`src/hw/rtl/assert_macros.svh`:
```
`ifndef ASSERT_MACROS_SVH
`define ASSERT_MACROS_SVH

// Concurrent check on clk, off while rst is high.
`define ASSERT_CLK(label, prop, msg) \
  label: assert property (@(posedge clk) disable iff (rst) prop) else $error(msg);

// Condition that must never be seen on a clock edge outside reset.
`define ASSERT_NEVER(label, cond, msg) \
  label: assert property (@(posedge clk) disable iff (rst) !(cond)) else $error(msg);

`endif

```
`src/hw/rtl/hkds_pkg.sv`:
```
package hkds_pkg;

  localparam int unsigned SLOTS_DEF   = 1024;
  localparam int unsigned KEY_W       = 64;
  localparam int unsigned STATUS_W    = 2;
  localparam int unsigned OUT_SLOT_W  = 10;
  localparam int unsigned COUNT_W     = 11;
  localparam int unsigned QUEUE_DEPTH = 4;
  localparam int unsigned HASH_SHIFT  = 33;

  localparam logic [KEY_W-1:0] HASH_MUL = 64'hff51afd7ed558ccd;

  typedef enum logic [STATUS_W-1:0] {
    ST_INSERTED = 2'd0,
    ST_PRESENT  = 2'd1,
    ST_ZERO     = 2'd2,
    ST_FULL     = 2'd3
  } status_t;

  typedef enum logic [1:0] {
    BK_CLEAR,
    BK_IDLE,
    BK_PROBE
  } back_state_t;

endpackage

```
`src/hw/rtl/hkds_front.sv`:
```
module hkds_front #(
  parameter int unsigned SLOTS = hkds_pkg::SLOTS_DEF,
  localparam int unsigned SLOT_W = $clog2(SLOTS),
  localparam int unsigned JOB_W = hkds_pkg::KEY_W + 1 + SLOT_W
) (
  input  logic                      clk,
  input  logic                      rst,
  input  logic                      push,
  input  logic [hkds_pkg::KEY_W-1:0] key,
  input  logic                      hold,
  output logic                      full,
  output logic                      q_push,
  output logic [JOB_W-1:0]          q_data,
  input  logic                      q_full
);

  localparam logic [31:0] C_LO = hkds_pkg::HASH_MUL[31:0];
  localparam logic [31:0] C_HI = hkds_pkg::HASH_MUL[63:32];

  logic                        s1_valid;
  logic [hkds_pkg::KEY_W-1:0]  s1_key;
  logic [hkds_pkg::KEY_W-1:0]  s1_x;
  logic                        s2_valid;
  logic [hkds_pkg::KEY_W-1:0]  s2_key;
  logic [63:0]                 s2_p0;
  logic [31:0]                 s2_p1;
  logic [31:0]                 s2_p2;
  logic                        adv;
  logic                        take;
  logic [63:0]                 h;
  logic [63:0]                 m;

  assign adv  = !(s2_valid && q_full);
  assign full = hold || !adv;
  assign take = push && !full;

  always_ff @(posedge clk) begin
    if (adv) begin
      s1_key <= key;
      s1_x   <= key ^ (key >> hkds_pkg::HASH_SHIFT);
      s2_key <= s1_key;
      s2_p0  <= {32'b0, s1_x[31:0]} * {32'b0, C_LO};
      s2_p1  <= 32'(s1_x[63:32] * C_LO);
      s2_p2  <= 32'(s1_x[31:0] * C_HI);
    end
  end

  always_ff @(posedge clk) begin
    if (rst) begin
      s1_valid <= 1'b0;
      s2_valid <= 1'b0;
    end else if (adv) begin
      s1_valid <= take;
      s2_valid <= s1_valid;
    end
  end

  assign h      = s2_p0 + {s2_p1 + s2_p2, 32'b0};
  assign m      = h ^ (h >> hkds_pkg::HASH_SHIFT);
  assign q_push = s2_valid && !q_full;
  assign q_data = {s2_key, (s2_key == '0), m[SLOT_W-1:0]};

endmodule

```
`config.mk`:
```
export PLATFORM = sky130hd
export DESIGN_NAME = hkds_front
export DESIGN_NICKNAME = d
export VERILOG_FILES = /design/src/hw/rtl/assert_macros.svh /design/src/hw/rtl/hkds_pkg.sv /design/src/hw/rtl/hkds_front.sv
export SDC_FILE = /design/constraint.sdc
export NUM_CORES = 1
export LEC_CHECK = 0
export BUFFER_PORTS_ARGS = -buffer_cell sky130_fd_sc_hd__buf_2
export CELL_PAD_IN_SITES_DETAIL_PLACEMENT = 0
export CELL_PAD_IN_SITES_GLOBAL_PLACEMENT = 1
export CORE_UTILIZATION = 35
export CTS_CLUSTER_DIAMETER = 50
export DETAILED_ROUTE_END_ITERATION = 10
export GPL_TIMING_DRIVEN = 0
export PLACE_DENSITY_LB_ADDON = 0.1
export SYNTH_ARGS = -nofsm -noshare
export SYNTH_HDL_FRONTEND = slang
export SYNTH_SLANG_ARGS = --single-unit
```
`constraint.sdc`:
```
create_clock -name clk -period 19.6 [get_ports clk]
set_input_delay 3.92 -clock clk [delete_from_list [all_inputs] [get_ports clk]]
set_output_delay 3.92 -clock clk [all_outputs]
set_load 0.05 [all_outputs]
```
* Word-level counts from Yosys, hierarchy flattened *
Cells that the tools add are included.

cells by class
  reductions and logical operators = 7
  bitwise gates (word level) = 2
  multipliers = 3
  add/sub/neg operators = 2

operator list
  kind                                                  number
  zero test 64 bit                                      1
  bitwise XOR 64 x 31 -> 64 bit                         1
  adder 43 bit                                          1
  multiplier 32 x 32 -> 43 bit (second input constant)  1
  multiplier 32 x 25 -> 11 bit (second input constant)  1
  multiplier 32 x 30 -> 11 bit (second input constant)  1
  adder 11 bit                                          1
  bitwise XOR 10 bit                                    1
  logical AND 1 bit                                     3
  zero test 1 bit                                       2
  logical OR 1 bit                                      1

word-level totals
  output and inout port bits = 77
  input port bits = 69
  logic and storage cells = 22
  register bits after elaboration = 259

* Longest topological paths before layout *
Gate-level depths: netlist of the first run.

  depth in word-level cells = 4
  gate-level depth with buffers = 24
  depth with buffers taken out = 23

* Worst setup path before layout of the first run *
Ideal clock, no wire load.

  path kind = input port to output port
  start = in q_full
  end = out full
  stages on the path = 2
  data required time = 15.680 ns
  path buffers = 0
  arrival time = 9.745 ns
  path slack = 5.935 ns
  cells stage by stage = nand2_1 nand2b_1

on the way
  word-level cells in the longest chain between the ends = 2

ends and longest elaborated chain
  item               RTL line          RTL
  start, declared    hkds_front.sv:14  input logic q_full
  logical AND 1 bit  hkds_front.sv:33  assign adv = !(s2_valid && q_full);
  logical OR 1 bit   hkds_front.sv:34  assign full = hold || !adv;
  end, declared      hkds_front.sv:11  output logic full,

No other way between the ends.

* Worst setup path after layout of the first run *
Ends and elaborated chain as after synthesis.

==> qor.yml, run 1 <==
clkTransAtPathRegs_ps: 60
min_path_cells: 0
grt_usage: 0.192
cts_tree: "yes"
holdWs_ps: 417
syn_nets: 2591
synthArstFlopShare: 0
yosysUniqueCellTypes: 55
slowest_delay_ps: 500
antennaDiodeCount: 0
cts_made_buffers: 26
cts_hold_repair.buffers: 0
place_congestion: 0.860
synth_area_per_cell_um2: 11.7
slew_headroom: 0.368
finClkSkew_ps: 9.45
report.final.slew_viol_count: 0
yosys_warnings: 0
synth_compound_area_frac: 0.0453
ys_seq_area_frac: 0.274
antenna_left: 0
vias_per_cell: 4.50
vias: 13100
dieArea_um2: 63700
worstRegToRegCells: 21
min_to: "s2_key[54]$_DFFE_PN_"
cap_violations: 0
grt_pass1_vias: 14400
synthAdderAreaFrac: 0.493
clk_latency_ps: 560
grt_max_degree: 74
reg2reg_from: "s1_x[4]$_DFFE_PN_"
required_ps: 15680
crit_fanout: 68
setup_tns_ps: 0
synth-simple-area-share: 0.0288
ys_top_cells_by_area: "fa_1, edfxtp_1, ha_1, inv_1, xnor2_1"
cp_common_cell: "buf_2"
num_rows: 91
r2r-end: "s2_p0[41]$_DFFE_PN_"
rsz0062_at_grt: "false"
drtIter0Drc: 571
grt-ovfl-total: 0
postCtsSetupBuffers: 0
synth-edff-count: 199
cp_cell_sequence: "buf_2, nand2_4, nand2b_1, buf_2"
setup_viol: 0
slowest_stage: "nand2_4"
critPathKind: "input pin to primary output"
synthFlopType: "edfxtp_1"
initial_core_util: 0.355
hold_viol: 0
cp.arrival_ps: 5090
postSynthCellCount: 1873
path_buf_inv: 2
status: "completed"
first_pass_iters: 4
ctsHtreeMaxLevel: 1
synthMuxAreaShare: 0.000456
synth_top_cell_by_area: "fa_1"
wl_per_cell_um: 20.4
cts.sinks: 201
worst_pin_slew_ps: 948
area_delta_synth_final_pct: 12.3
cp_top_family: "simple AND/OR/NAND/NOR gates"
synth-xor-area-share: 0.0527
dieWidth_um: 252
place_hpwl_um: 52300
cp-end-kind: "primary output"
drc: 0
hp-class: "register to register"
cts_resized: 0
cp-start-kind: "input pin"
core_um2: 61800
antenna_found_initial: 1
fmax_mhz: 111
min_period_ps: 9010
synth_top_family_by_area: "adder cells"
num-nets-final: 2766
synth_top_area_frac: 0.327
boundaryPins: 146
drt_wl_total_um: 59300
io_buffers: 145
synth-seq-cells: 201
grt_pass1_wl_um: 88800
startpoint: "q_full"
cts_buffer_depth: 3
hold_path.startpoint: "s1_key[54]$_DFFE_PN_"
syn_area_um2: 22000
clockRootBuffer: "clkbuf_16"
fin_crit_sh: 0.460
regToRegSetupSlack_ps: 12160
layout-drive-gt1-share: 0.0992
die_y_um: 252
-- registers in the layout, indices dropped and copies added (netlist names) --
name      count
s2_p1         9
s1_key       64
s2_p0        21
s2_valid      1
s1_x         31
s1_valid      1
s2_p2        10
s2_key       64
-- per-stage QoR --
stage               setup WS, ps   util  cells  instance area (um2)
floorplan                   5930      -   1873                22000
global route               10460  0.399   2904                24600
finish                     10590  0.399   2904                24600
global placement            5110  0.384   2855                23700
CTS                        10560  0.399   2904                24600
detailed placement         10560  0.385   2857                23800
-- synthesized netlist by cell type (6+ instances only) --
| cell type | count |
|---|---|
| inv_1 | 610 |
| fa_1 | 359 |
| ha_1 | 290 |
| edfxtp_1 | 199 |
| xnor2_1 | 84 |
| a21oi_1 | 56 |
| xor2_1 | 48 |
| nor2_1 | 28 |
| nand2_1 | 24 |
| a21o_1 | 17 |
| nor4_1 | 17 |
| nand3_1 | 12 |
| o21ai_1 | 12 |
| o21ai_0 | 11 |
| nand4_1 | 10 |
| o21bai_1 | 10 |
| nor3_1 | 8 |
| clkbuf_1 | 6 |
| o211ai_1 | 6 |
| o21a_1 | 6 |
-- metal layers --
metal / GRT usage / vias up / part of all wire
met4: 0.0350 / 2 / 0.019
met5: 0 / - / 0.00022
li1: - / 6192 / -
met3: 0.0252 / 57 / 0.039
met1: 0.258 / 6616 / 0.44
met2: 0.333 / 215 / 0.50
-- logic make-up (layout without fill, tap and decap cells) --
kind of cell | Yosys count | count (layout)
xor+xnor | 132 | 132
flops | 201 | 201
simple gates | 122 | 122
compound gates | 150 | 150
fa+ha+maj | 649 | 649
buf+inv | 618 | 812
mux | 1 | 1
-- layout by cell type (no fill, tap or decap), types with 3 or more instances in the layout --
cell / count
nor4_1: 17
buf_2: 145
o21ai_0: 11
edfxtp_1: 199
o21ai_1: 12
nand3_1: 12
clkbuf_16: 26
a211oi_1: 4
a21oi_1: 56
nor3_1: 8
clkbuf_1: 9
inv_1: 610
ha_1: 290
o21bai_1: 10
xnor2_1: 84
nor2_1: 28
clkinv_1: 4
nand2b_1: 5
o211ai_1: 6
nand2_1: 23
fa_1: 359
nor2b_1: 5
a21o_1: 17
clkinv_2: 3
nand4_1: 10
o21a_1: 6
xor2_1: 48
-- final cells by class --
cell class,instances,area (um2)
Inverter,610,2290
Tap cell,837,1050
Fill cell,6055,37200
Clock inverter,18,200
Buffer,8,37.5
Sequential cell,201,6020
Multi-Input combinational cell,1054,13600
Timing Repair Buffer,147,781
Clock buffer,29,662
-- worst max path at each step --
stage	endpoint	cells past startpoint	slack [ps]
floorplan	full	2	5930
global placement	full	4	5110
detailed placement	full	4	10560
CTS	full	4	10560
global route	full	4	10460
finish	full	4	10590
Power of run 1 is not shown: default switching activity piles up to over one toggle a cycle in this logic, so the estimate is an artifact.
==> run 2: changes to the inputs <==
==> constraint.sdc (replaced) <==
create_clock -name clk -period 7.8 [get_ports clk]
set_input_delay 1.56 -clock clk [delete_from_list [all_inputs] [get_ports clk]]
set_output_delay 1.56 -clock clk [all_outputs]
set_load 0.05 [all_outputs]
==> run 2 against run 1 <==
Compared with the run above: setup slack lost 10000 ps; clock skew up 8.6 ps; critical path type is now register to register; via count up 0.55%; sequential cell count is the same; critical path depth increased by 17; clock-buffer cell count is 9 higher; non-clock buffer count is 1 lower.
==> qor.yml, run 2 (synthesis gave the netlist of run 1 again) <==
status: "completed"
cts_buffer_depth: 3
cts_hold_repair.buffers: 0
boundaryPins: 146
area_delta_synth_final_pct: 12.2
slowest_delay_ps: 820
critPathKind: "register to register"
antenna_left: 0
vias: 13200
worstRegToRegCells: 21
fillers: 6123
min_to: "s2_key[23]$_DFFE_PN_"
setup_viol: 0
min_period_ps: 7510
grt_pass1_vias: 14400
cp_common_cell: "fa_1"
grt_usage: 0.192
fin_crit_sh: 0.963
num-nets-final: 2765
crit_fanout: 9
min_path_cells: 0
r2r-end: "s2_p0[41]$_DFFE_PN_"
cts_resized: 0
cp-start-kind: "register"
ctsHtreeMaxLevel: 1
cap_violations: 0
num_rows: 91
slew_headroom: 0.379
io_buffers: 145
final_cell_mix: "inv_1, fa_1, ha_1, edfxtp_1, buf_2"
dp.cells: 2856
hold_path.startpoint: "s1_key[23]$_DFFE_PN_"
cts_tree: "yes"
cts.sinks: 201
cp.arrival_ps: 7800
first_pass_iters: 5
clkTransAtPathRegs_ps: 60
dieWidth_um: 252
antennaDiodeCount: 0
grt-ovfl-total: 0
cp-end-kind: "register"
preCtsSetupSlack_ps: 358
grt_max_degree: 123
layout-drive-gt1-share: 0.0968
reg2reg_from: "s1_x[4]$_DFFE_PN_"
drt_wl_total_um: 59600
fmax_mhz: 133
top_regs: "s1_key: 64 flops, s2_key: 64 flops, s1_x: 31 flops"
initial_core_util: 0.355
final_cells: 2904
grt_pass1_wl_um: 88400
cp_cell_sequence: "inv_1, fa_1, fa_1, fa_1, fa_1, fa_1, inv_1, fa_1, fa_1, inv_1, fa_1, inv_1, ha_1, clkbuf_1, a21o_1, a21oi_1, o21ai_0, a21o_1, a21oi_1, o21ai_1, xor2_1"
drc: 0
finalWorstSetupSlack_ps: 291
vias_per_cell: 4.53
worst_pin_slew_ps: 932
setup_tns_ps: 0
hold_viol: 0
die_y_um: 252
post-route-util: 0.398
rsz0062_at_grt: "false"
drtIter0Drc: 541
regToRegSetupSlack_ps: 290
report.final.slew_viol_count: 0
required_ps: 8090
antenna_found_initial: 1
layout_commonest_cell: "inv_1"
place_congestion: 0.863
finClkSkew_ps: 18.1
wl_per_cell_um: 20.5
hp-class: "register to register"
cts_made_buffers: 26
clk_latency_ps: 560
place_hpwl_um: 52500
postCtsSetupBuffers: 0
clockRootBuffer: "clkbuf_16"
slowest_stage: "edfxtp_1"
core_um2: 61800
dieArea_um2: 63700
## run 2: cell count changes in the layout (fill, tap and decap cells not counted), sizes merged
cell,delta
clkbuf,+9
clkinv,-7
buf,-1
clkinvlp,-1
## run 2: stage by stage
step | cell area (um2) | hold WS [ps]
floorplan | 22000 | 400
global route | 24600 | 422
CTS | 24600 | 416
global placement | 23700 | 401
detailed placement | 23800 | 405
finish | 24600 | 415
## run 2: worst max-delay path by stage
stage / slack, ps / start / endpoint
detailed placement: 360 / s1_x[0]$_DFFE_PN_ / s2_p0[39]$_DFFE_PN_
CTS: 310 / s1_x[0]$_DFFE_PN_ / s2_p0[39]$_DFFE_PN_
floorplan: 1260 / q_full / full
global placement: 360 / s1_x[4]$_DFFE_PN_ / s2_p0[41]$_DFFE_PN_
finish: 290 / s1_x[4]$_DFFE_PN_ / s2_p0[41]$_DFFE_PN_
global route: 40 / s1_x[0]$_DFFE_PN_ / s2_p0[39]$_DFFE_PN_
## run 2: routing by layer
metal | global-route usage | vias to the layer above | share of wire
met5 | 0 | - | 0.00022
met4 | 0.0390 | 2 | 0.020
met3 | 0.0251 | 53 | 0.035
met2 | 0.331 | 214 | 0.50
met1 | 0.258 | 6703 | 0.45
li1 | - | 6182 | -
## run 2: worst max-delay path: cells and delay by family (launching register included)
family,cells,cell delay [ps]
xor gates and xnor gates,1,180
DFF,1,820
AOI/OAI and AO/OA,6,1380
adders and majority gates,9,4240
buffers and inverters,5,620
## run 2: layout make-up
type | instances | area [um2] | area share
Clock inverter | 10 | 150 | 0.00610
Sequential cell | 201 | 6020 | 0.244
Inverter | 610 | 2290 | 0.0930
Timing Repair Buffer | 146 | 753 | 0.0306
Multi-Input combinational cell | 1054 | 13600 | 0.553
Tap cell | 837 | 1050 | 0.0425
Clock buffer | 38 | 706 | 0.0287
Buffer | 8 | 37.5 | 0.00152
Power of run 2 is left out for the same reason.
==> run 3: changes to the inputs <==
--- a/config.mk
+++ b/config.mk
@@ -6,13 +6,11 @@
 export NUM_CORES = 1
 export LEC_CHECK = 0
 export BUFFER_PORTS_ARGS = -buffer_cell sky130_fd_sc_hd__buf_2
-export CELL_PAD_IN_SITES_DETAIL_PLACEMENT = 0
-export CELL_PAD_IN_SITES_GLOBAL_PLACEMENT = 1
 export CORE_UTILIZATION = 35
 export CTS_CLUSTER_DIAMETER = 50
 export DETAILED_ROUTE_END_ITERATION = 10
 export GPL_TIMING_DRIVEN = 0
-export PLACE_DENSITY_LB_ADDON = 0.1
+export PLACE_DENSITY = 0.54
 export SYNTH_ARGS = -nofsm -noshare
 export SYNTH_HDL_FRONTEND = slang
 export SYNTH_SLANG_ARGS = --single-unit
==> run 3 against run 2 <==
Compared with the run above: fmax up 1.5%; first-iteration DRC count increased by 25%; design area hardly changed; clock skew down 4.6 ps; highest routed layer is now met4.
==> qor.yml, run 3 (synthesis gave the netlist of run 1 again) <==
status: "completed"
cap_violations: 0
cp-start-kind: "register"
grt_usage: 0.176
dieWidth_um: 252
io_buffers: 145
hold_viol: 0
die_y_um: 252
grt_max_degree: 104
fin_crit_sh: 0.949
first_pass_iters: 5
top_regs: "s1_key: 64 flops, s2_key: 64 flops, s1_x: 31 flops"
hp-class: "register to register"
num_rows: 91
area_delta_synth_final_pct: 12.2
drc: 0
finClkSkew_ps: 13.4
required_ps: 8090
critPathKind: "register to register"
place_hpwl_um: 48200
initial_core_util: 0.355
setup_tns_ps: 0
vias_per_cell: 4.55
vias: 13200
holdWs_ps: 417
report.final.slew_viol_count: 0
worstRegToRegCells: 21
num-nets-final: 2765
min_path_cells: 0
setup_viol: 0
postCtsSetupBuffers: 0
fillers: 6005
core_um2: 61800
cts_resized: 0
drt_wl_total_um: 54800
layout_commonest_cell: "inv_1"
cts_tree: "yes"
final_cell_mix: "inv_1, fa_1, ha_1, edfxtp_1, buf_2"
clockRootBuffer: "clkbuf_16"
clk_latency_ps: 560
wl_per_cell_um: 18.9
cts_buffer_depth: 3
cp.arrival_ps: 7690
grt-ovfl-total: 0
antennaDiodeCount: 0
drtIter0Drc: 674
clkTransAtPathRegs_ps: 60
cts_made_buffers: 26
min_period_ps: 7400
rsz0062_at_grt: "false"
grt_pass1_vias: 14300
cp-end-kind: "register"
antenna_found_initial: 0
antenna_left: 0
ctsHtreeMaxLevel: 1
dieArea_um2: 63700
fmax_mhz: 135
layout-drive-gt1-share: 0.0984
grt_pass1_wl_um: 83500
cts.sinks: 201
worst_pin_slew_ps: 834
place_congestion: 0.923
boundaryPins: 146
slew_headroom: 0.444
crit_fanout: 8
cts_hold_repair.buffers: 0
-- run 3: path summary, 6_finish.rpt --
kind	from	end	slack (ps)
setup reg to reg	s1_x[5]$_DFFE_PN_	s2_p0[41]$_DFFE_PN_	400
hold / removal	s1_key[28]$_DFFE_PN_	s2_key[28]$_DFFE_PN_	420
setup / recovery	s1_x[5]$_DFFE_PN_	s2_p0[41]$_DFFE_PN_	400
hold reg to reg	s1_key[28]$_DFFE_PN_	s2_key[28]$_DFFE_PN_	420
-- run 3: area by class of cell --
type	count	area (um2)	area share
clock buffers	27	654	0.0266
inverters	610	2290	0.0929
well taps	837	1050	0.0425
flip-flops and latches	201	6020	0.244
repair buffers	146	753	0.0306
multi-input cells	1054	13600	0.553
plain buffers	8	37.5	0.00152
clock inverters	17	216	0.00879
-- run 3: metal layers --
metal  GRT usage  vias up  wire [um]
met1       0.242     6717      24700
met2       0.300      233      27000
met3      0.0244       44       2330
met4      0.0284        0        789
met5           0        -          0
li1            -     6189          -
-- run 3: stage by stage --
step                      std cells  cell area [um2]  utilization  worst slack (ps)
final                          2900            24600        0.399               401
after CTS                      2900            24600        0.399               473
after floorplan                1873            22000            -              1260
after global routing           2900            24600        0.399               230
after global placement         2855            23700        0.384               502
after detailed placement       2856            23800        0.384               540
-- run 3: critical path, cell delays in order (launching register included) --
cell and delay [ps]:
edfxtp_1 570, inv_1 420, fa_1 540, fa_1 550, fa_1 430, fa_1 510
fa_1 560, inv_1 70, fa_1 450, fa_1 480, inv_1 50, fa_1 480
inv_1 40, ha_1 260, clkbuf_1 250, a21o_1 260, a21oi_1 350, o21ai_0 140
a21o_1 190, a21oi_1 230, o21ai_1 130, xor2_1 160
Power of run 3 is left out for the same reason.
