**config.mk**
```make
export PLATFORM = sky130hd
export DESIGN_NAME = hkds_fifo
export DESIGN_NICKNAME = d
export VERILOG_FILES = /design/src/hw/rtl/assert_macros.svh /design/src/hw/rtl/hkds_pkg.sv /design/src/hw/rtl/hkds_fifo.sv
export SDC_FILE = /design/constraint.sdc
export NUM_CORES = 1
export LEC_CHECK = 0
export ABC_AREA = 1
export ABC_CLOCK_PERIOD_IN_PS = 1900
export BUFFER_PORTS_ARGS = -buffer_cell sky130_fd_sc_hd__clkbuf_2
export CORE_MARGIN = 3
export CORE_UTILIZATION = 56
export DETAILED_ROUTE_END_ITERATION = 8
export GPL_TIMING_DRIVEN = 0
export MAX_ROUTING_LAYER = met4
export PLACE_DENSITY = 0.85
export SLEW_MARGIN = 20
export SYNTH_ARGS = -nofsm -noshare
export SYNTH_HDL_FRONTEND = slang
export SYNTH_SLANG_ARGS = --single-unit
```
**constraint.sdc**
```tcl
create_clock -name clk -period 1.9 [get_ports clk]
set_input_delay 0.285 -clock clk [delete_from_list [all_inputs] [get_ports clk]]
set_output_delay 0.285 -clock clk [all_outputs]
set_load 0.05 [all_outputs]
```
**src/hw/rtl/assert_macros.svh**
```systemverilog
`ifndef ASSERT_MACROS_SVH
`define ASSERT_MACROS_SVH

// Concurrent check on clk, off while rst is high.
`define ASSERT_CLK(label, prop, msg) \
  label: assert property (@(posedge clk) disable iff (rst) prop) else $error(msg);

// Condition that must never be seen on a clock edge outside reset.
`define ASSERT_NEVER(label, cond, msg) \
  label: assert property (@(posedge clk) disable iff (rst) !(cond)) else $error(msg);

`endif

```
**src/hw/rtl/hkds_pkg.sv**
```systemverilog
package hkds_pkg;

  localparam int unsigned SLOTS_DEF   = 1024;
  localparam int unsigned KEY_W       = 64;
  localparam int unsigned STATUS_W    = 2;
  localparam int unsigned OUT_SLOT_W  = 10;
  localparam int unsigned COUNT_W     = 11;
  localparam int unsigned QUEUE_DEPTH = 4;
  localparam int unsigned HASH_SHIFT  = 33;

  localparam logic [KEY_W-1:0] HASH_MUL = 64'hff51afd7ed558ccd;

  typedef enum logic [STATUS_W-1:0] {
    ST_INSERTED = 2'd0,
    ST_PRESENT  = 2'd1,
    ST_ZERO     = 2'd2,
    ST_FULL     = 2'd3
  } status_t;

  typedef enum logic [1:0] {
    BK_CLEAR,
    BK_IDLE,
    BK_PROBE
  } back_state_t;

endpackage

```
**src/hw/rtl/hkds_fifo.sv**
```systemverilog
module hkds_fifo #(
  parameter int unsigned WIDTH = 8,
  parameter int unsigned DEPTH = hkds_pkg::QUEUE_DEPTH
) (
  input  logic             clk,
  input  logic             rst,
  input  logic             wr_en,
  input  logic [WIDTH-1:0] wr_data,
  input  logic             rd_en,
  output logic [WIDTH-1:0] rd_data,
  output logic             full,
  output logic             empty
);

  localparam int unsigned PTR_W = (DEPTH > 1) ? $clog2(DEPTH) : 1;
  localparam int unsigned CNT_W = $clog2(DEPTH + 1);
  localparam logic [PTR_W-1:0] LAST = PTR_W'(DEPTH - 1);

  logic [WIDTH-1:0] entries [DEPTH];
  logic [PTR_W-1:0] wr_ptr;
  logic [PTR_W-1:0] rd_ptr;
  logic [CNT_W-1:0] fill;
  logic             do_wr;
  logic             do_rd;

  assign full    = (fill == CNT_W'(DEPTH));
  assign empty   = (fill == '0);
  assign do_wr   = wr_en && !full;
  assign do_rd   = rd_en && !empty;
  assign rd_data = entries[rd_ptr];

  always_ff @(posedge clk) begin
    if (do_wr) begin
      entries[wr_ptr] <= wr_data;
    end
  end

  always_ff @(posedge clk) begin
    if (rst) begin
      wr_ptr <= '0;
      rd_ptr <= '0;
      fill   <= '0;
    end else begin
      if (do_wr) begin
        wr_ptr <= (wr_ptr == LAST) ? '0 : wr_ptr + 1'b1;
      end
      if (do_rd) begin
        rd_ptr <= (rd_ptr == LAST) ? '0 : rd_ptr + 1'b1;
      end
      if (do_wr && !do_rd) begin
        fill <= fill + 1'b1;
      end else if (do_rd && !do_wr) begin
        fill <= fill - 1'b1;
      end
    end
  end

endmodule

```
# Word-level counts from Yosys, hierarchy flattened
# Memories as Yosys holds them, arrays and structs flattened. A register that Yosys moved wholly into a read port is not among the register bits.
# Cells that the tools add are included.
[word_totals] word_cells=29 input_bits=12 out_inout_bits=10 n_memories=1 ramBits=32 reg_bits=7
[mem_list] name="entries" words=4 width=8 read_ports=1 rd_ports_with_merged_regs=1 write_ports=1 line="hkds_fifo.sv:19" text="logic [WIDTH-1:0] entries [DEPTH];"
[classes] add_sub_neg=4 n_eq_ne=3 reduce_logical=10 muxes=8
[ops] op="$mux 2" count=4
[ops] op="$mux 3" count=2
[ops] op="$add 2x1->2 const B" count=2
[ops] op="$eq 2x2->1 const B" count=2
[ops] op="$logic_and 1x1->1" count=4
[ops] op="$logic_not 1->1" count=4
[ops] op="$add 3x1->3 const B" count=1
[ops] op="$eq 3x3->1 const B" count=1
[ops] op="$logic_not 3->1" count=1
[ops] op="$sub 3x1->3 const B" count=1
[ops] op="$mux 1" count=2
[ops] op="$reduce_bool 2->1" count=1

# Longest topological paths before layout
# Gate-level depths: netlist (run 1).
[depth] ltp_word=7 mapped_depth=13 ltp_nobuf=13

# Worst setup path after synthesis (run 1)
# OpenSTA, ideal clock, no wires.
[synth_path] kind="register to output" start="reg with a tool-made name" end="out rd_data[6]" path_buffers=1 stages_incl_launch_ff=4 path_slack_ps=209 required_time_ps=1615 arrival_time_ps=1406 cell_sequence="dfxtp_1 > buf_6 > o21ai_1 > o22ai_1"
[synth_lines] item="to (decl)" line="hkds_fifo.sv:10" text="output logic [WIDTH-1:0] rd_data,"

# Worst setup path after layout (run 1)
[layout_path] start="reg fill[1]" end="reg fill[1]"
[layout_between] elab_chain_len=6 word_cells_on_any_way=15 cone_classes="add/sub (2); eq/ne (1); mux (2); reduce/logical (10)"
[layout_rtl] item="from (decl)" line="hkds_fifo.sv:22" text="logic [CNT_W-1:0] fill;"
[layout_rtl] item="from (signal assigned)" line="hkds_fifo.sv:51" text="fill <= fill + 1'b1;"
[layout_rtl] item="from (signal assigned)" line="hkds_fifo.sv:53" text="fill <= fill - 1'b1;"
[layout_rtl] item="$eq 3x3->1 (*)" line="hkds_fifo.sv:26" text="assign full = (fill == CNT_W'(DEPTH));"
[layout_rtl] item="$logic_not 1->1 (*)" line="hkds_fifo.sv:28" text="assign do_wr = wr_en && !full;"
[layout_rtl] item="$logic_and 1x1->1 (*)" line="hkds_fifo.sv:28"
[layout_rtl] item="named net do_wr" line="hkds_fifo.sv:23" text="logic do_wr;"
[layout_rtl] item="$logic_not 1->1" line="hkds_fifo.sv:52" text="end else if (do_rd && !do_wr) begin"
[layout_rtl] item="$logic_and 1x1->1" line="hkds_fifo.sv:52"
[layout_rtl] item="$reduce_bool 2->1 (no line)"
# Mark *: on every way through the listed nets, which the timed path passes. The rest lies on a longest branch. The select of a mux whose other input is x is not followed.
# A chain may end at the register's enable or synchronous reset.

==> results of run 1 <==
## flip-flops by register name, summed over array words and instances, names as in the netlist, named ones only
register  cells
entries      32
fill          3
rd_ptr        2
wr_ptr        2
## what timing repair did
| action | 4_1_cts | 5_1_grt |
|---|---|---|
| setup endpoints to repair | 10 | 41 |
| pin swaps | 1 | 0 |
| hold buffers | 0 | 0 |
| setup buffers | 1 | 0 |
| resized for setup | 5 | 15 |
## logic make-up after synthesis
logic type | synth area share
fa+ha+maj | 0.0560
buf+inv | 0.0531
simple gates | 0.121
flops | 0.673
xor+xnor | 0.00516
compound gates | 0.0922
## cell type report
class | instances | area [µm²] | share of cell area
clock inverter | 3 | 68.8 | 0.0343
sequential | 41 | 1150 | 0.572
buffer | 2 | 22.5 | 0.0112
tap | 31 | 38.8 | 0.0194
clock buffer | 5 | 37.5 | 0.0187
timing repair buffer | 22 | 135 | 0.0674
inverter | 18 | 70.1 | 0.0350
multi-input combinational | 86 | 485 | 0.242
## where the power goes
| part | leakage, nW | total [mW] | switching, mW | internal [mW] |
|---|---|---|---|---|
| logic | 0.397 | 1.31 | 0.920 | 0.389 |
| registers | 0.369 | 1.24 | 0.120 | 1.12 |
| clock network | 0.0558 | 0.704 | 0.290 | 0.414 |
## metal layers
| metal | GRT usage | part of all wire |
|---|---|---|
| met5 | - | 0 |
| met4 | 0.0805 | 0.018 |
| met3 | 0.0587 | 0.044 |
| met2 | 0.361 | 0.54 |
| met1 | 0.171 | 0.39 |
## critical path, delay by kind of cell (launching register included)
kind / cells / cell delay [ns]
AND/OR/NAND/NOR: 4 / 0.40
AO/OA/AOI/OAI: 1 / 0.18
buffers and inverters: 2 / 0.14
flip-flops: 1 / 0.37
adder cells (fa/ha/maj): 2 / 0.62
## cells in the mapped netlist
cell type  count  area share
xor2_1         1      0.0052
nand4_1        1      0.0037
fa_1           1       0.012
nand3_1        1      0.0029
ha_1           6       0.044
nand2_2        1      0.0037
a21oi_1        2      0.0059
dfxtp_1        9        0.11
o22ai_1        8       0.029
inv_1         17       0.038
o21ai_0       13       0.038
nor2_1        33       0.073
inv_2          1      0.0022
buf_6          2       0.013
edfxtp_1      32        0.57
o21ai_2        3       0.015
nand2_1       13       0.029
o21ai_1        1      0.0029
nand3b_1       2      0.0088
## how the worst max path moves through the flow
stage / start / to / slack (ns) / cells after the start
floorplan: register / rd_data[6] / 0.21 / 3
global placement: fill[0] / fill[1] / 0.12 / 9
detailed placement: fill[0] / fill[1] / 0.005 / 9
CTS: fill[0] / fill[1] / 0.01 / 9
global route: register / rd_data[7] / -0.01 / 5
finish: fill[1] / fill[1] / 0.09 / 9
## placed cells by master, fill, tap and decap left out
master     count
ha_1           6
nand3b_1       2
buf_12         1
a21oi_1        2
dfxtp_2        4
o21ai_1        1
o21ai_2        3
buf_2          2
o22ai_1        8
buf_6          2
inv_2          1
edfxtp_1      32
nor2_1        32
xor2_1         1
inv_1         16
fa_1           1
dfxtp_1        5
nand2_2        3
inv_6          1
nand3_1        1
clkbuf_4       8
o21ai_0       13
bufinv_16      2
clkbuf_2      15
nand4_1        1
nor2_4         1
nand2_4        1
buf_4          1
nand2_1       10
inv_4          1
## metrics by stage
stage	setup TNS, ns	area (µm²)	utilization	cells
after global routing	-0.0244	2000	0.709	208
after detailed placement	0	1840	0.651	199
final	0	2000	0.709	208
after CTS	0	1980	0.698	208
after global placement	0	1840	0.651	199
after floorplan	0	1700	-	147
==> flow_summary.yaml, run 1 <==
clocking:
  root_buffer: "clkbuf_4"
  htreeDepth: 2
  clk_pin_slew_ns: 0.11
  numCtsBuffers: 5
  clk_latency_ns: 0.36
  cts_tree: "built"
  clockBufferDepth: 2
  clock_sinks: 41
place:
  port_buffers: 21
  finalWeightedCongestion: 0.761
  place_ws_ns: 0.00465
  dp_hpwl_um: 2180
worst_setup_path:
  worstPathArrival_ns: 2.06
  cp_cell_sequence: "nor2_4, nand2_2, nand2_4, inv_1, ha_1, inv_1, fa_1, o21ai_0, nor2_1"
  slowest_stage: "fa_1"
  end_kind: "register"
  r2r-end: "fill[1]"
  ff2ff_setup_slack_ns: 0.09
  required_ns: 2.15
  reg2reg_from: "fill[1]"
  critical_path_class: "register to register"
  r2r_cells: 9
  startpoint_type: "register"
  slowest_delay_ns: 0.42
  critPathMostFrequentCell: "inv_1"
  critPathMaxFanout: 4
finish:
  drive_gt1_frac: 0.260
  nets: 195
  n_antenna_cell: 0
  syn_to_final_growth_pct: 18.1
  nFillCells: 201
pwr:
  total_power_mw: 3.25
  p_leak_nw: 0.821
  p_per_area_nw_per_um2: 1620
  ir_worst_vdd_mv: 0.889
sta:
  tightest_slew_ns: 0.827
  hold_violations: 0
  period_needed_ns: 1.81
  worst_hold_slack_ns: 0.0882
  setup_ws_ns: 0.0916
  max_slew_margin: 0.447
  fmax_mhz: 553
  slew_violations: 0
  finalClockSkew_ns: 0.0172
  finalSetupViolations: 0
  period_share: 0.952
routing:
  drt-initial-drc-count: 39
  drtAntennaViolNets: 0
  drt-total-wl_um: 3190
  vias: 1136
  route.detailed.wl_per_inst_um: 15.3
  drc: 0
  vias_per_cell: 5.46
  dr.pass1.iters: 4
global_routing:
  grt_max_degree: 15
  overflow: 0
  antenna_found_initial: 0
  grt_pass1_vias: 1114
  track_usage: 0.191
  grt_pass1_wl_um: 4750
logic_synthesis:
  syn_avg_cell_area_um2: 11.5
  synthCells: 147
  synth_cell_types: 19
  yosys_warnings: 0
  ys_seq_elements: 41
  synth_area_um2: 1700
  ys_seq_area_frac: 0.673
  synthesis.nets: 166
worst_hold_path:
  hold_depth: 2
  min_path_type: "input port to register"
  worstHoldStart: "rst"
  min_to: "fill[0]"
outcome:
  status: "complete, no violations"
floorplanning:
  initial_core_util: 0.600
  dieHeight_um: 61.0
  die_w_um: 61.0
  io_pins: 22
  fp.coreArea_um2: 2830
  std_cell_rows: 19
  dieArea_um2: 3730
flow_run:
  cap_viol_max_count: 0
(Power assumes the default switching activity.)
==> inputs of run 2 (changes only) <==
==> constraint.sdc (replaced) <==
create_clock -name clk -period 1.9 [get_ports clk]
set_input_delay 0.38 -clock clk [delete_from_list [all_inputs] [get_ports clk]]
set_output_delay 0.38 -clock clk [all_outputs]
set_load 0.05 [all_outputs]
==> run 2 against run 1 <==
  * Total power increased by 2.6%
  * Via count down 0.79%
  * Largest cell class unchanged
  * Combinational power rose by 7%
==> flow_summary.yaml, run 2 (synthesis gave the netlist of run 1 again) <==
place:
  place_ws_ns: 0.00465
  port_buffers: 21
  finalWeightedCongestion: 0.761
  placed_cell_area_um2: 1840
  dp_hpwl_um: 2180
floorplanning:
  fp.coreArea_um2: 2830
  std_cell_rows: 19
  initial_core_util: 0.600
  dieArea_um2: 3730
  dieHeight_um: 61.0
  die_w_um: 61.0
  io_pins: 22
routing:
  drtAntennaViolNets: 0
  route.detailed.wl_per_inst_um: 15.4
  vias: 1127
  drt-initial-drc-count: 54
  vias_per_cell: 5.39
  drt-total-wl_um: 3210
  drc: 0
  dr.pass1.iters: 4
clocking:
  numCtsBuffers: 5
  clk_latency_ns: 0.35
  clockBufferDepth: 2
  root_buffer: "clkbuf_4"
  cts_tree: "built"
  htreeDepth: 2
  clock_sinks: 41
  holdBufCountCts: 0
  clk_pin_slew_ns: 0.11
worst_setup_path:
  startpoint_type: "register"
  critPathMaxFanout: 10
  critical_path_class: "register to output port"
  worstPathArrival_ns: 1.45
  end_kind: "output port"
  required_ns: 1.52
sta:
  fmax_mhz: 548
  setup_ws_ns: 0.0749
  period_share: 0.961
  slew_violations: 0
  finalClockSkew_ns: 0.0121
  tightest_slew_ns: 0.810
  tns_ns: 0
  finalSetupViolations: 0
  hold_violations: 0
  worst_hold_slack_ns: 0.184
  max_slew_margin: 0.458
  period_needed_ns: 1.83
finish:
  final_area_um2: 2050
  mostFrequentLayoutCells: "nor2_1 (32), edfxtp_1 (32), inv_1 (16)"
  largest-register: "entries"
  nFillCells: 192
  syn_to_final_growth_pct: 20.6
  largest_reg_flops: 32
  nets: 196
  reg_top3: "entries (32), fill (3)"
  drive_gt1_frac: 0.270
  n_antenna_cell: 0
global_routing:
  grt_max_degree: 15
  antenna_found_initial: 0
  grt_pass1_wl_um: 4810
  track_usage: 0.194
  overflow: 0
  grt_pass1_vias: 1112
pwr:
  p_leak_nw: 0.839
  total_power_mw: 3.34
  p_per_area_nw_per_um2: 1630
  ir_worst_vdd_mv: 0.898
worst_hold_path:
  min_path_type: "input port to register"
outcome:
  status: "complete, no violations"
flow_run:
  cap_viol_max_count: 0
[run 2: changes by cell type in the layout (fill, tap and decap cells not counted), moves of 2 or more]
cell,previous run,this run
buf_2,2,0
buf_4,1,3
clkbuf_2,15,13
clkbuf_8,0,2
[run 2: per-stage QoR]
step                      utilization  cells
after floorplan                     -    147
after global placement          0.651    199
after detailed placement        0.651    199
after CTS                       0.709    208
after global routing            0.724    209
final                           0.724    209
[run 2: critical path, stage by stage, from the launching register on]
cell and delay [ns]:
dfxtp_4 0.39, inv_4 0.09, buf_8 0.14, nor2_1 0.05
o22ai_1 0.17, clkbuf_4 0.26
[run 2: path summary, 6_finish.rpt]
check	from	end	slack, ns	cells after the start
worst max-delay path	register	rd_data[1]	0.07	5
worst min-delay path	rst	fill[0]	0.18	2
worst max register to register	fill[1]	fill[1]	0.09	9
worst min register to register	rd_ptr[1]	register	0.53	2
[run 2: power breakdown]
part	switching (mW)	internal, mW	total (mW)
sequential	0.111	1.12	1.23
clock	0.289	0.414	0.703
combinational	0.941	0.462	1.40
total	1.34	2.00	3.34
[run 2: area by class of cell]
class                           count  area, µm²  share of cell area
Tap cell                           31       38.8              0.0189
Buffer                              2       26.3              0.0128
Sequential cell                    41       1150               0.561
Multi-Input combinational cell     86        492               0.240
Clock inverter                      3       68.8              0.0336
Clock buffer                        5       37.5              0.0183
Inverter                           18       70.1              0.0342
Timing Repair Buffer               23        165              0.0807
[run 2: what timing repair did]
item,in CTS,in global routing
pin swaps,1,1
setup endpoints to repair,10,42
hold endpoints to repair,0,0
resized for setup,14,13
setup buffers,1,1
[run 2: per-layer routing]
layer	part of all wire	global-route usage	up-vias	routed length [µm]
met3	0.047	0.0608	7	151
met1	0.37	0.176	523	1190
li1	-	-	566	-
met5	0	-	-	0
met4	0.018	0.0898	0	59
met2	0.56	0.360	31	1810
==> inputs of run 3 (changes only) <==
--- a/config.mk
+++ b/config.mk
@@ -8,6 +8,7 @@
 export ABC_AREA = 1
 export ABC_CLOCK_PERIOD_IN_PS = 1900
 export BUFFER_PORTS_ARGS = -buffer_cell sky130_fd_sc_hd__clkbuf_2
+export CORE_ASPECT_RATIO = 1.25
 export CORE_MARGIN = 3
 export CORE_UTILIZATION = 56
 export DETAILED_ROUTE_END_ITERATION = 8
==> run 3 against run 2 <==
  * Total power is 0.62% higher
  * First-iteration DRC count fell by 13%
  * Routed wire length up 14%
  * Die area is 0.12% higher
  * Count of clock-buffer cells in the layout grew 1
  * Register-to-register slack worse by 0.02 ns
  * Fmax shrank 3.8%
  * Sequential share of layout area grew 0.21 points
  * Critical endpoint is now rd_data[3]
==> flow_summary.yaml, run 3 (synthesis gave the netlist of run 1 again) <==
finish:
  stdcell_count: 212
  reg_top3: "entries (32), fill (3)"
  mostFrequentLayoutCells: "nor2_1 (32), edfxtp_1 (32), inv_1 (16)"
  multi_input_comb_area_um2: 499
  largest-register: "entries"
  n_antenna_cell: 0
  drive_gt1_frac: 0.275
  syn_to_final_growth_pct: 20.7
  regArea_um2: 1150
  utilization: 0.735
  nets: 196
  nFillCells: 206
  largest_reg_flops: 32
routing:
  route.detailed.wl_per_inst_um: 17.2
  vias: 1205
  drtAntennaViolNets: 0
  vias_per_cell: 5.68
  drc: 0
  dr.pass1.iters: 4
  drt-initial-drc-count: 47
  drt-total-wl_um: 3650
worst_setup_path:
  critical_path_class: "register to output port"
  slowest_delay_ns: 0.40
  startpoint_type: "register"
  worstPathArrival_ns: 1.52
  end_kind: "output port"
  slowest_stage: "dfxtp_2"
  critPathMaxFanout: 9
  ff2ff_setup_slack_ns: 0.07
  cp_cell_sequence: "inv_2, o21ai_0, o22ai_1, clkbuf_8"
  required_ns: 1.52
floorplanning:
  die_w_um: 55.2
  initial_core_util: 0.609
  dieArea_um2: 3730
  std_cell_rows: 21
  dieHeight_um: 67.5
  io_pins: 22
  fp.coreArea_um2: 2790
sta:
  period_share: 0.998
  tightest_slew_ns: 0.777
  period_needed_ns: 1.90
  hold_violations: 0
  fmax_mhz: 527
  max_slew_margin: 0.480
  slew_violations: 0
  setup_ws_ns: 0.00332
  finalClockSkew_ns: 0.0118
  finalSetupViolations: 0
pwr:
  ir_worst_vdd_mv: 1.17
  p_leak_nw: 0.840
  p_per_area_nw_per_um2: 1640
  total_power_mw: 3.36
clocking:
  htreeDepth: 2
  holdBufCountCts: 0
  clock_sinks: 41
  numCtsBuffers: 5
  clockBufferDepth: 2
  root_buffer: "clkbuf_4"
  clk_latency_ns: 0.35
  cts_tree: "built"
  clk_pin_slew_ns: 0.13
global_routing:
  grt_pass1_vias: 1168
  use_met1: 0.192
  grt_max_degree: 14
  gr-usage-met3: 0.0688
  met2_usage: 0.357
  grt_pass1_wl_um: 5220
  overflow: 0
  grt-busiest-layer: "met2"
  antenna_found_initial: 0
  track_usage: 0.197
place:
  port_buffers: 21
  place_ws_ns: -0.00985
  finalWeightedCongestion: 0.770
  dp_hpwl_um: 2070
  placed_cells: 202
outcome:
  status: "complete, no violations"
worst_hold_path:
  min_path_type: "input port to register"
flow_run:
  cap_viol_max_count: 0
## run 3: cell count changes in the layout (fill, tap and decap cells not counted), sizes merged
| cell | previous run | this run |
|---|---|---|
| inv | 19 | 18 |
| bufinv | 2 | 1 |
| clkinv | 0 | 1 |
| buf | 6 | 7 |
## run 3: final cells by class
cell class                      instances  area share
Buffer                                  2      0.0128
Multi-Input combinational cell         86       0.244
Sequential cell                        41       0.563
Tap cell                               34      0.0208
Clock buffer                            6      0.0305
Timing Repair Buffer                   23      0.0776
Clock inverter                          2      0.0171
Inverter                               18      0.0342
## run 3: routing by layer
| metal | vias to the layer above | part of all wire |
|---|---|---|
| li1 | 564 | - |
| met1 | 590 | 0.33 |
| met2 | 43 | 0.58 |
| met3 | 8 | 0.056 |
| met4 | 0 | 0.026 |
| met5 | - | 0 |
## run 3: worst paths after layout
| kind | from | cells after the start | endpoint |
|---|---|---|---|
| max | register | 4 | rd_data[3] |
| min | rst | 2 | fill[0] |
| max reg2reg | fill[1] | 11 | fill[2] |
| min reg2reg | rd_ptr[1] | 2 | register |
## run 3: repair_timing
action                                  in CTS  in global routing
cloned                                       0                  0
buffers inserted                             0                  2
gates resized for setup                     19                 15
hold endpoints to repair                     0                  0
pin swaps                                    0                  2
endpoints found under the setup margin      10                 10
## run 3: report_power, final
group          total (mW)  switching, mW  internal [mW]  leakage [nW]
registers            1.24          0.114           1.13         0.370
clock network       0.652          0.298          0.355        0.0534
logic                1.47          0.986          0.479         0.417
total                3.36           1.40           1.96         0.840
## run 3: stage by stage
| step | hold WS (ns) | instance area, µm² | TNS [ns] |
|---|---|---|---|
| 2_1_floorplan | 0.452 | 1700 | 0 |
| 3_3_place_gp | 0.509 | 1840 | 0 |
| 3_5_place_dp | 0.521 | 1840 | -0.0190 |
| 4_1_cts | 0.161 | 1990 | 0 |
| 5_1_grt | 0.163 | 2050 | -0.208 |
| 6_report | 0.164 | 2050 | 0 |
## run 3: worst max-delay path, delay by kind of cell (launching register included)
kind | cells | cell delay (ns)
AO/OA/AOI/OAI | 2 | 0.35
flip-flops | 1 | 0.40
buffers and inverters | 2 | 0.41
